### src/sv/pe_pkg.sv
// Package for the Paillier encrypt/decrypt block.
// Holds register indexes, reset values, opcodes and the shared-unit control types.
// No dependencies.
package pe_pkg;

	// Register reset values
	localparam logic [15:0] RST_MODULUS   = 16'd3233;
	localparam logic [31:0] RST_GENERATOR = 32'd3234;
	localparam logic [15:0] RST_LAMBDA    = 16'd780;
	localparam logic [15:0] RST_MU        = 16'd1173;
	localparam logic [31:0] RST_NONCE     = 32'd17;

	// Field widths
	localparam int MOD_REG_W  = 16;
	localparam int VALUE_W    = 32;
	localparam int CFG_IDX_W  = 3;
	localparam int CFG_DATA_W = 32;
	localparam int DEF_MOD_WIDTH = 16;

	// Operand width of the multiplier's serial input
	localparam int MM_BW = 32;

	typedef enum logic [CFG_IDX_W-1:0] {
		REG_MODULUS   = 3'd0,
		REG_GENERATOR = 3'd1,
		REG_LAMBDA    = 3'd2,
		REG_MU        = 3'd3,
		REG_NONCE     = 3'd4
	} reg_idx_t;

	typedef enum logic {
		OP_ENC = 1'b0,
		OP_DEC = 1'b1
	} op_t;

	// Control into the modular multiplier
	typedef struct packed {
		logic start;
	} mm_ctl_t;

	// Status out of the modular multiplier
	typedef struct packed {
		logic busy;
		logic done;
	} mm_st_t;

endpackage

### src/sv/pe_stream_if.sv
// Valid/ready channel interfaces for the Paillier block.
// Depends on pe_pkg for field widths.
interface pe_in_if;
	logic                       valid;
	logic                       ready;
	logic                       opcode;
	logic [pe_pkg::VALUE_W-1:0] value;
	modport source (output valid, output opcode, output value, input ready);
	modport sink   (input valid, input opcode, input value, output ready);
endinterface

interface pe_out_if;
	logic                       valid;
	logic                       ready;
	logic [pe_pkg::VALUE_W-1:0] result;
	modport source (output valid, output result, input ready);
	modport sink   (input valid, input result, output ready);
endinterface

### src/sv/pe_modmul.sv
// Bit-serial modular multiplier: r = a * b mod m, one bit of b per cycle, MSB first.
// With a = 1 it reduces b and also returns the quotient floor(b / m) in q.
// Depends on pe_pkg.
module pe_modmul #(
	parameter int SW = 32
) (
	input  logic                      clk,
	input  logic                      arst_n,
	input  pe_pkg::mm_ctl_t           ctl,
	input  logic [SW-1:0]             a,
	input  logic [pe_pkg::MM_BW-1:0]  b,
	input  logic [SW-1:0]             m,
	output pe_pkg::mm_st_t            st,
	output logic [SW-1:0]             r,
	output logic [pe_pkg::MM_BW-1:0]  q
);
	import pe_pkg::*;

	localparam int CW = $clog2(MM_BW);

	logic [SW-1:0]    a_q, m_q, acc_q;
	logic [MM_BW-1:0] b_q, q_q;
	logic [CW-1:0]    cnt_q;
	logic             busy_q, done_q;

	logic [SW:0] dbl, d1, t, t1;
	logic        s1, s2;

	// Double, reduce, add the selected multiple, reduce again
	always_comb begin
		dbl = {acc_q, 1'b0};
		s1  = dbl >= {1'b0, m_q};
		d1  = s1 ? dbl - {1'b0, m_q} : dbl;
		t   = {1'b0, d1[SW-1:0]} + (b_q[MM_BW-1] ? {1'b0, a_q} : '0);
		s2  = t >= {1'b0, m_q};
		t1  = s2 ? t - {1'b0, m_q} : t;
	end

	// Load operands on start, then step one bit per cycle
	always_ff @(posedge clk or negedge arst_n) begin
		if (!arst_n) begin
			busy_q <= 1'b0;
			done_q <= 1'b0;
			cnt_q  <= '0;
		end else begin
			done_q <= 1'b0;
			if (ctl.start && !busy_q) begin
				busy_q <= 1'b1;
				cnt_q  <= '0;
			end else if (busy_q) begin
				cnt_q <= cnt_q + 1'b1;
				if (cnt_q == CW'(MM_BW - 1)) begin
					busy_q <= 1'b0;
					done_q <= 1'b1;
				end
			end
		end
	end

	always_ff @(posedge clk) begin
		if (ctl.start && !busy_q) begin
			a_q   <= a;
			m_q   <= m;
			b_q   <= b;
			acc_q <= '0;
			q_q   <= '0;
		end else if (busy_q) begin
			acc_q <= t1[SW-1:0];
			b_q   <= {b_q[MM_BW-2:0], 1'b0};
			q_q   <= {q_q[MM_BW-2:0], s1 | s2};
		end
	end

	assign st.busy = busy_q;
	assign st.done = done_q;
	assign r       = acc_q;
	assign q       = q_q;

endmodule

### src/sv/paillier_encrypt_decrypt.sv
// Paillier encrypt/decrypt, one item at a time on one shared bit-serial modular multiplier.
// Encrypt raises g and r to their powers by square-and-multiply and multiplies the two; decrypt
// raises the ciphertext to lambda, reduces mu, then divides and multiplies. A zero power skips
// the divide and multiply, and a zero modulus goes straight to a zero result. A new item is
// taken only after the last result has been transferred.
// arst_n clears the sequencer and loads the default key registers and nonce.
module paillier_encrypt_decrypt #(
	parameter int MOD_WIDTH = pe_pkg::DEF_MOD_WIDTH
) (
	input  logic                          clk,
	input  logic                          arst_n,
	input  logic                          cfg_we,
	input  logic [pe_pkg::CFG_IDX_W-1:0]  cfg_idx,
	input  logic [pe_pkg::CFG_DATA_W-1:0] cfg_data,
	pe_in_if.sink                         in_ch,
	pe_out_if.source                      out_ch
);
	import pe_pkg::*;

	localparam int NW = (MOD_WIDTH < MOD_REG_W) ? MOD_WIDTH : MOD_REG_W;
	localparam int SW = 2 * NW;

	typedef enum logic [12:0] {
		S_IDLE   = 13'b0000000000001,
		S_CHK    = 13'b0000000000010,
		S_E_RG   = 13'b0000000000100,
		S_E_RR   = 13'b0000000001000,
		S_E_FIN  = 13'b0000000010000,
		S_D_RC   = 13'b0000000100000,
		S_D_MU   = 13'b0000001000000,
		S_D_DIV  = 13'b0000010000000,
		S_D_MUL  = 13'b0000100000000,
		S_PW     = 13'b0001000000000,
		S_PW_MUL = 13'b0010000000000,
		S_PW_SQR = 13'b0100000000000,
		S_OUT    = 13'b1000000000000
	} state_t;

	typedef enum logic [1:0] {
		PH_G = 2'd0,
		PH_R = 2'd1,
		PH_C = 2'd2
	} phase_t;

	state_t state_q;
	phase_t phase_q;

	logic [MOD_REG_W-1:0] mod_q, lambda_q, mu_reg_q;
	logic [VALUE_W-1:0]   gen_q, nonce_q, val_q, exp_q;
	logic                 op_q, wait_q;
	logic [SW-1:0]        nsq_q, acc_q, base_q, gm_q, mu_q, res_q;

	logic [NW-1:0] n_w;
	logic [SW-1:0] n_s, one_nsq, one_n;

	mm_ctl_t           mm_ctl;
	mm_st_t            mm_st;
	logic [SW-1:0]     mm_a, mm_m, mm_r;
	logic [MM_BW-1:0]  mm_b, mm_q;

	assign n_w     = mod_q[NW-1:0];
	assign n_s     = SW'(n_w);
	assign one_nsq = (nsq_q == SW'(1)) ? '0 : SW'(1);
	assign one_n   = (n_w == NW'(1)) ? '0 : SW'(1);

	// Configuration writes
	always_ff @(posedge clk or negedge arst_n) begin
		if (!arst_n) begin
			mod_q    <= RST_MODULUS;
			gen_q    <= RST_GENERATOR;
			lambda_q <= RST_LAMBDA;
			mu_reg_q <= RST_MU;
			nonce_q  <= RST_NONCE;
		end else if (cfg_we) begin
			case (reg_idx_t'(cfg_idx))
				REG_MODULUS:   mod_q    <= cfg_data[MOD_REG_W-1:0];
				REG_GENERATOR: gen_q    <= cfg_data;
				REG_LAMBDA:    lambda_q <= cfg_data[MOD_REG_W-1:0];
				REG_MU:        mu_reg_q <= cfg_data[MOD_REG_W-1:0];
				REG_NONCE:     nonce_q  <= cfg_data;
				default: ;
			endcase
		end
	end

	// Select multiplier operands for the current step
	always_comb begin
		mm_a = one_nsq;
		mm_b = '0;
		mm_m = nsq_q;
		case (state_q)
			S_E_RG:   mm_b = gen_q;
			S_E_RR:   mm_b = nonce_q;
			S_D_RC:   mm_b = val_q;
			S_PW_MUL: begin
				mm_a = base_q;
				mm_b = MM_BW'(acc_q);
			end
			S_PW_SQR: begin
				mm_a = base_q;
				mm_b = MM_BW'(base_q);
			end
			S_E_FIN: begin
				mm_a = gm_q;
				mm_b = MM_BW'(acc_q);
			end
			S_D_MU: begin
				mm_a = one_n;
				mm_b = MM_BW'(mu_reg_q);
				mm_m = n_s;
			end
			S_D_DIV: begin
				mm_a = one_n;
				mm_b = MM_BW'(acc_q - SW'(1));
				mm_m = n_s;
			end
			S_D_MUL: begin
				mm_a = mu_q;
				mm_b = MM_BW'(base_q);
				mm_m = n_s;
			end
			default: ;
		endcase
	end

	assign mm_ctl.start = !wait_q && (state_q == S_E_RG || state_q == S_E_RR
		|| state_q == S_D_RC || state_q == S_PW_MUL || state_q == S_PW_SQR
		|| state_q == S_E_FIN || state_q == S_D_MU || state_q == S_D_DIV
		|| state_q == S_D_MUL);

	pe_modmul #(.SW(SW)) u_mm (
		.clk    (clk),
		.arst_n (arst_n),
		.ctl    (mm_ctl),
		.a      (mm_a),
		.b      (mm_b),
		.m      (mm_m),
		.st     (mm_st),
		.r      (mm_r),
		.q      (mm_q)
	);

	// Sequencer control
	always_ff @(posedge clk or negedge arst_n) begin
		if (!arst_n) begin
			state_q <= S_IDLE;
			phase_q <= PH_G;
			wait_q  <= 1'b0;
		end else begin
			if (mm_ctl.start) begin
				wait_q <= 1'b1;
			end else if (mm_st.done) begin
				wait_q <= 1'b0;
			end
			case (state_q)
				S_IDLE: begin
					if (in_ch.valid) state_q <= S_CHK;
				end
				S_CHK: begin
					if (n_w == '0) state_q <= S_OUT;
					else if (op_q == OP_ENC) state_q <= S_E_RG;
					else state_q <= S_D_RC;
				end
				S_E_RG: begin
					if (mm_st.done) begin
						phase_q <= PH_G;
						state_q <= S_PW;
					end
				end
				S_E_RR: begin
					if (mm_st.done) begin
						phase_q <= PH_R;
						state_q <= S_PW;
					end
				end
				S_D_RC: begin
					if (mm_st.done) begin
						phase_q <= PH_C;
						state_q <= S_PW;
					end
				end
				S_PW: begin
					if (exp_q == '0) begin
						case (phase_q)
							PH_G:    state_q <= S_E_RR;
							PH_R:    state_q <= S_E_FIN;
							default: state_q <= S_D_MU;
						endcase
					end else if (exp_q[0]) begin
						state_q <= S_PW_MUL;
					end else begin
						state_q <= S_PW_SQR;
					end
				end
				S_PW_MUL: if (mm_st.done) state_q <= S_PW_SQR;
				S_PW_SQR: if (mm_st.done) state_q <= S_PW;
				S_E_FIN:  if (mm_st.done) state_q <= S_OUT;
				S_D_MU: begin
					if (mm_st.done) state_q <= (acc_q == '0) ? S_OUT : S_D_DIV;
				end
				S_D_DIV: if (mm_st.done) state_q <= S_D_MUL;
				S_D_MUL: if (mm_st.done) state_q <= S_OUT;
				S_OUT:   if (out_ch.ready) state_q <= S_IDLE;
				default: state_q <= S_IDLE;
			endcase
		end
	end

	// Datapath registers
	always_ff @(posedge clk) begin
		case (state_q)
			S_IDLE: begin
				if (in_ch.valid) begin
					op_q  <= in_ch.opcode;
					val_q <= in_ch.value;
					nsq_q <= SW'({{NW{1'b0}}, n_w} * {{NW{1'b0}}, n_w});
				end
			end
			S_CHK: res_q <= '0;
			S_E_RG: begin
				if (mm_st.done) begin
					base_q <= mm_r;
					exp_q  <= val_q;
					acc_q  <= one_nsq;
				end
			end
			S_E_RR: begin
				if (mm_st.done) begin
					base_q <= mm_r;
					exp_q  <= VALUE_W'(n_w);
					acc_q  <= one_nsq;
				end
			end
			S_D_RC: begin
				if (mm_st.done) begin
					base_q <= mm_r;
					exp_q  <= VALUE_W'(lambda_q);
					acc_q  <= one_nsq;
				end
			end
			S_PW: begin
				if (exp_q == '0 && phase_q == PH_G) gm_q <= acc_q;
			end
			S_PW_MUL: if (mm_st.done) acc_q <= mm_r;
			S_PW_SQR: begin
				if (mm_st.done) begin
					base_q <= mm_r;
					exp_q  <= {1'b0, exp_q[VALUE_W-1:1]};
				end
			end
			S_E_FIN: if (mm_st.done) res_q <= mm_r;
			S_D_MU: begin
				if (mm_st.done) begin
					mu_q  <= mm_r;
					res_q <= (mm_r == '0) ? '0 : n_s - mm_r;
				end
			end
			S_D_DIV: if (mm_st.done) base_q <= mm_q[SW-1:0];
			S_D_MUL: if (mm_st.done) res_q <= mm_r;
			default: ;
		endcase
	end

	assign in_ch.ready   = (state_q == S_IDLE);
	assign out_ch.valid  = (state_q == S_OUT);
	assign out_ch.result = VALUE_W'(res_q);

`ifndef SYNTH
	// One item at a time: never take input while a result is offered
	a_no_overlap: assert property (@(posedge clk) disable iff (!arst_n)
		!(in_ch.ready && out_ch.valid))
		else $error("input ready while result pending");

	// A transfer in is never answered in the next cycle
	a_no_early_out: assert property (@(posedge clk) disable iff (!arst_n)
		(in_ch.valid && in_ch.ready) |=> !out_ch.valid)
		else $error("result offered right after input transfer");

	// The multiplier only finishes work the sequencer started
	a_done_waited: assert property (@(posedge clk) disable iff (!arst_n)
		mm_st.done |-> wait_q)
		else $error("multiplier done without a pending request");

	// Decrypt results lie below the modulus
	a_dec_range: assert property (@(posedge clk) disable iff (!arst_n)
		(out_ch.valid && op_q == OP_DEC && n_w != '0) |-> (res_q < n_s))
		else $error("decrypt result not below modulus");
`endif

endmodule

### src/flat_wrapper.sv
// flat-port wrapper written by rule: the top's interface ports become plain ports
module paillier_encrypt_decrypt_flat import pe_pkg::*;
#(
	parameter int MOD_WIDTH = pe_pkg::DEF_MOD_WIDTH
)
  (clk, arst_n, cfg_we, cfg_idx, cfg_data, in_ch_valid, in_ch_opcode, in_ch_value, in_ch_ready, out_ch_valid, out_ch_result, out_ch_ready);
  pe_in_if in_ch_i ();
  pe_out_if out_ch_i ();
  input  logic clk;
  input  logic arst_n;
  input  logic cfg_we;
  input  logic [pe_pkg::CFG_IDX_W-1:0] cfg_idx;
  input  logic [pe_pkg::CFG_DATA_W-1:0] cfg_data;
  input wire logic [$bits(in_ch_i.valid)-1:0] in_ch_valid;
  input wire logic [$bits(in_ch_i.opcode)-1:0] in_ch_opcode;
  input wire logic [$bits(in_ch_i.value)-1:0] in_ch_value;
  output wire logic [$bits(in_ch_i.ready)-1:0] in_ch_ready;
  output wire logic [$bits(out_ch_i.valid)-1:0] out_ch_valid;
  output wire logic [$bits(out_ch_i.result)-1:0] out_ch_result;
  input wire logic [$bits(out_ch_i.ready)-1:0] out_ch_ready;
  assign in_ch_i.valid = in_ch_valid;
  assign in_ch_i.opcode = in_ch_opcode;
  assign in_ch_i.value = in_ch_value;
  assign in_ch_ready = in_ch_i.ready;
  assign out_ch_valid = out_ch_i.valid;
  assign out_ch_result = out_ch_i.result;
  assign out_ch_i.ready = out_ch_ready;
  paillier_encrypt_decrypt #(.MOD_WIDTH(MOD_WIDTH)) u_core (.clk(clk), .arst_n(arst_n), .cfg_we(cfg_we), .cfg_idx(cfg_idx), .cfg_data(cfg_data), .in_ch(in_ch_i), .out_ch(out_ch_i));
endmodule
### config.mk
export PLATFORM = sky130hd
export DESIGN_NAME = paillier_encrypt_decrypt_flat
export DESIGN_NICKNAME = d
export VERILOG_FILES = /design/src/sv/pe_pkg.sv /design/src/sv/pe_stream_if.sv /design/src/sv/pe_modmul.sv /design/src/sv/paillier_encrypt_decrypt.sv /design/src/flat_wrapper.sv
export SDC_FILE = /design/constraint.sdc
export NUM_CORES = 2
export LEC_CHECK = 0
export BUFFER_PORTS_ARGS = -buffer_cell sky130_fd_sc_hd__buf_4
export CORE_AREA = 2 2 276 278
export DETAILED_ROUTE_END_ITERATION = 10
export DIE_AREA = 0 0 278 280
export HOLD_SLACK_MARGIN = 0.06
export MAX_ROUTING_LAYER = met4
export PLACE_DENSITY = 0.7
export SYNTH_ARGS = -nofsm -noshare
export SYNTH_HDL_FRONTEND = slang
export SYNTH_HIERARCHICAL = 1
export SYNTH_SLANG_ARGS = --single-unit
### constraint.sdc
create_clock -name clk -period 7.8 [get_ports clk]
set_input_delay 1.56 -clock clk [delete_from_list [all_inputs] [get_ports clk]]
set_output_delay 1.56 -clock clk [all_outputs]
set_load 0.03 [all_outputs]
Word-level counts from Yosys, hierarchy flattened. Cells that the tools add are included.

$add $sub $neg: 6. $mul: 1. Magnitude comparators: 2. Equality and inequality tests: 33. Mux-type cells: 51. Bitwise operators: 1. Reductions and logical operators: 48.

Operators with widths (count): 32-bit two-way mux (14); 32-bit case mux with 4 select lines (2); 32-bit case mux with 7 select lines (1); 13-bit two-way mux (10); 32-bit case mux with 2 select lines (2); 13-bit case mux with 9 select lines (1); 32-bit zero test (3); 32-bit case mux with 3 select lines (1); 33-bit by 32-bit >= comparator with 1-bit output (2); 32-bit subtractor (2); 32-bit by 32-bit adder with 33-bit output (1); 32-bit by 1-bit == test with 1-bit output (second input constant) (1); 16-bit by 16-bit multiplier with 32-bit output (1); 16-bit by 32-bit subtractor with 32-bit output (1); 32-bit by 1-bit subtractor with 32-bit output (second input constant) (1); 16-bit by 1-bit == test with 1-bit output (second input constant) (1); 16-bit zero test (1); 16-bit two-way mux (1); 2-bit inequality test (second input constant) (8); 2-bit AND reduction (8); 7-bit case mux with 2 select lines (1); 13-bit by 1-bit == test with 1-bit output (second input constant) (1); 13-bit by 10-bit == test with 1-bit output (second input constant) (1); 13-bit by 11-bit == test with 1-bit output (second input constant) (1); other kinds (39) (76).

Register bits after elaboration: 552. Input bits: 73. Output and inout port bits: 34. Logic and storage cells: 168.

Depth between registers and ports, before layout.
Depth after elaboration: 12. Gate-level depth with buffers: 37. Mapped depth without buffers: 31.

Cells and area by module. The synthesis kept the hierarchy.

By module, submodules not included: paillier_encrypt_decrypt (times used 1, cells an instance 2354, area an instance 25445.7 µm², seq. area each 10918.0 µm²); pe_modmul (times used 1, cells an instance 1326, area an instance 11805.1 µm², seq. area each 4339.2 µm²).

Worst setup path before layout. OpenSTA, ideal clock, no wires.

Path type: register to register. Start point: register u_core.u_mm.m_q[18]. End point: register u_core.u_mm.acc_q[28] (netlist: u_core/u_mm/r[28]). Setup time: 155 ps. Arrival time: 6523 ps. Required time: 7645 ps. Setup slack: 1122 ps. Cell stages (with the launch flop): 37. Path buffers: 5. Clock period less this slack: 6678 ps. Path through: edfxtp_1 -> inv_1 -> ha_1 -> buf_2 -> a21o_1 -> a21o_1 -> a221oi_1 -> o31a_1 -> a31o_2 -> a211oi_2 -> nor2_1 -> clkbuf_1 -> nor2_1 -> ha_1 -> fa_1 -> nand3_1 -> a21oi_2 -> o211ai_2 -> and2_1 -> a41oi_1 -> a211oi_1 -> a21o_1 -> xor2_1 -> inv_1 -> ha_1 -> a21oi_1 -> nor2b_1 -> a2111oi_0 -> o211ai_1 -> nor2_1 -> o311a_1 -> buf_6 -> and2_4 -> buf_6 -> buf_2 -> mux2i_1 -> o22ai_1.

Longest elaborated chain between the ends: 5. Elaborated cells on any way between the ends: 7. Classes of those cells: add/sub (3); order compare (2); mux (2).

RTL lines: start: declaration (line pe_modmul.sv:21) `logic [SW-1:0] a_q, m_q, acc_q;`; start signal: assignment (line pe_modmul.sv:63) `m_q <= m;`; 32-bit subtractor or 33-bit by 32-bit >= comparator with 1-bit output (tied branches) (line pe_modmul.sv:33, pe_modmul.sv:32); 32-bit two-way mux (line pe_modmul.sv:33) `d1 = s1 ? dbl - {1'b0, m_q} : dbl;`; 32-bit by 32-bit adder with 33-bit output (line pe_modmul.sv:34) `t = {1'b0, d1[SW-1:0]} + (b_q[MM_BW-1] ? {1'b0, a_q} : '0);`; 32-bit subtractor or 33-bit by 32-bit >= comparator with 1-bit output (tied branches) (line pe_modmul.sv:36, pe_modmul.sv:35); 32-bit two-way mux * (line pe_modmul.sv:36) `t1 = s2 ? t - {1'b0, m_q} : t;`; end signal: assignment (line pe_modmul.sv:68) `acc_q <= t1[SW-1:0];`; end: declaration (line pe_modmul.sv:21).

Every way passes the cells marked *; elsewhere a longest branch is shown, timed or not. A chain may end at the register's enable or synchronous reset.

Worst setup path after layout.
Start point: register u_core.u_mm.m_q[19]. End point: register u_core.u_mm.acc_q[15] (netlist: u_core/u_mm/r[15]).

Longest elaborated chain between the ends: 5. Elaborated cells on any way between the ends: 7. Classes of those cells: add/sub (3); order compare (2); mux (2).

RTL lines (line): 33-bit by 32-bit >= comparator with 1-bit output or 32-bit subtractor (tied branches) (pe_modmul.sv:32, pe_modmul.sv:33); 32-bit two-way mux (pe_modmul.sv:33); 32-bit by 32-bit adder with 33-bit output (pe_modmul.sv:34); 32-bit subtractor or 33-bit by 32-bit >= comparator with 1-bit output (tied branches) (pe_modmul.sv:36, pe_modmul.sv:35); 32-bit two-way mux * (pe_modmul.sv:36).

Marked as above.

==> impl_metrics.py <==
metrics = {
    "run_status": {
        "outcome": "finished clean",
    },
    "timing": {
        "post-route-min-period_ps": 7416,
        "hold_violations": 0,
        "finalCritPeriodShare_pct": 95.07,
        "setup_viol": 0,
        "rsz0062_at_grt": "no",
        "fmax_mhz": 134.9,
        "finalMaxSlewViolations": 0,
        "worst_pin_slew_ps": 1277,
        "worst_slack_ps": 384.5,
        "relSlewSlack_pct": 14.13,
        "skew_ps": 38.58,
    },
    "floorplan": {
        "initial_core_util_pct": 49.53,
        "die_h_um": 280,
        "fp.coreArea_um2": 75190,
        "dieArea_um2": 77840,
        "num_rows": 101,
        "die_x_um": 278,
        "io_pins": 107,
    },
    "worst_setup_path": {
        "critical_path_class": "reg2reg",
        "required_ps": 8270,
        "crit_path_end_kind": "flop",
        "cp.arrival_ps": 7880,
        "critPathLaunchType": "flop",
        "slowest_stage": "ha_2",
        "crit_fanout": 21,
        "slowest_delay_ps": 410,
    },
    "placed_design": {
        "dpl_worst_slack_ps": -28.28,
        "io_buffers": 106,
        "place_congestion": 0.9702,
        "post-dp-hpwl_mm": 85.04,
    },
    "routing": {
        "drtAntennaViolNets": 0,
        "wl_mm": 113.5,
        "dr.pass1.iters": 7,
        "drc": 0,
        "dr_total_vias": 29290,
        "wl_per_cell_um": 23.66,
        "first_iter_violations": 3542,
        "vias_per_cell": 6.105,
    },
    "global_routing": {
        "gr-usage-all-layers_pct": 29.71,
        "grt_max_degree": 95,
        "antenna_found_initial": 0,
        "grt_pass1_vias": 28167,
        "overflow": 0,
        "grt_pass1_wl_mm": 172.0,
    },
    "clock_tree": {
        "numCtsBuffers": 58,
        "clk_latency_ps": 650,
        "cts_tree": "done",
        "hold_buffers": 0,
        "cts-root-buf": "clkbuf_16",
        "clkTransAtPathRegs_ps": 60,
        "cts_sinks": 551,
        "cts_setup_buffers": 0,
        "h-tree-depth": 2,
        "clockBufferDepth": 3,
    },
    "final_layout": {
        "fin_nets": 4227,
        "syn2layout_area_growth_pct": 11.16,
        "drive_gt1_share_pct": 14.14,
    },
    "flow_run": {
        "max_cap_viol_count": 0,
    },
    "hold_path": {
        "holdCritPathClass": "reg2reg",
    },
    "synth": {
        "syn_nets": 4136,
        "yosysWarnings": 6,
        "syn-cell-area_um2": 37240,
        "syn_area_per_cell_um2": 10.12,
        "synth_cells": 3679,
    },
}
## repair_timing
| item | CTS | global route |
|---|---|---|
| gates cloned | 0 | 0 |
| resized for setup | 2 | 11 |
| endpoints found under the setup margin | 18 | 33 |
## placed cells by master, fill, tap and decap left out, types with 21 or more instances in the layout
cell type and instances:
xnor2_1 76, a21o_1 73, o21a_1 21, o211ai_1 22
a22o_1 30, dfrtp_1 113, a222oi_1 50, buf_4 206
nand4_1 45, nor3_1 41, dfstp_2 22, and2_1 115
mux2i_1 27, mux2_2 144, edfxtp_1 352, clkbuf_16 60
nand2b_1 22, nand2_1 402, dfxtp_1 64, and3_1 27
xor2_1 45, o21ai_0 202, ha_1 214, nor2b_1 24
nor4_1 31, nand3_1 69, inv_1 377, a221oi_1 22
a21oi_1 182, nor2_1 179, fa_1 168, a31oi_1 44
## sequential cells by signal (all words and copies together) (netlist names), 31 cells and up
register and cells:
u_core/out_ch.result 32, u_core/u_mm/a_q 32, u_core/base_q 32, u_core/u_mm/b_q 32, u_core/nonce_q 32, u_core/gen_q 32, u_core/gm_q 32, u_core/u_mm/q 32
u_core/acc_q 32, u_core/mu_q 32, u_core/exp_q 32, u_core/nsq_q 31, u_core/val_q 32, u_core/u_mm/m_q 32, u_core/u_mm/r 32
## layer usage
metal	vias to the layer above	routed length, um	GRT usage [%]
li1	13315	-	-
met1	14395	48380	41.55
met2	1381	52080	45.71
met5	-	0	-
met3	199	9540	3.706
met4	0	3502	8.538
## stage by stage
step | instance area [um^2] | TNS, ps | hold WS [ps] | util (%) | std cells
2_1_floorplan | 37240 | 0 | 436.0 | - | 3679
3_3_place_gp | 39410 | 0 | 459.4 | 52.41 | 4688
3_5_place_dp | 39410 | -67.29 | 461.7 | 52.41 | 4688
4_1_cts | 41350 | 0 | 471.2 | 54.99 | 4797
5_1_grt | 41400 | 0 | 508.2 | 55.05 | 4797
6_report | 41400 | 0 | 471.2 | 55.06 | 4798
## path summary, 6_finish.rpt
kind,from,endpoint,slack [ps],depth (start not counted)
setup / recovery,u_core/u_mm/m_q[19],u_core/u_mm/r[15],380,33
hold / removal,u_core/u_mm/q[31],u_core/u_mm/q[31],470,2
setup reg to reg,u_core/u_mm/m_q[19],u_core/u_mm/r[15],380,33
hold reg to reg,u_core/u_mm/q[31],u_core/u_mm/q[31],470,2
max in group asynchronous,arst_n,u_core/mod_q[10],5630,2
min in group asynchronous,arst_n,u_core/u_mm/cnt_q[3],990,1
## critical path, delay by kind of cell, from the launching register on
family,cells,cell delay [ps]
compound gates,13,2670
simple gates,11,2020
fa+ha+maj,3,1180
buf+inv,4,590
flops,1,330
xor+xnor,1,220
mux,1,210
## cell type report
cell class	count	area, um^2
repair buffers	208	1578
fillers	6558	33790
multi-input cells	2570	19970
diodes	1	2.502
inverters	381	1430
flip-flops and latches	551	15260
clock inverters	31	295.3
well taps	978	1224
clock buffers	78	1639
Power is not shown: default switching activity piles up to over one toggle a cycle in this logic, so the estimate is an artifact.
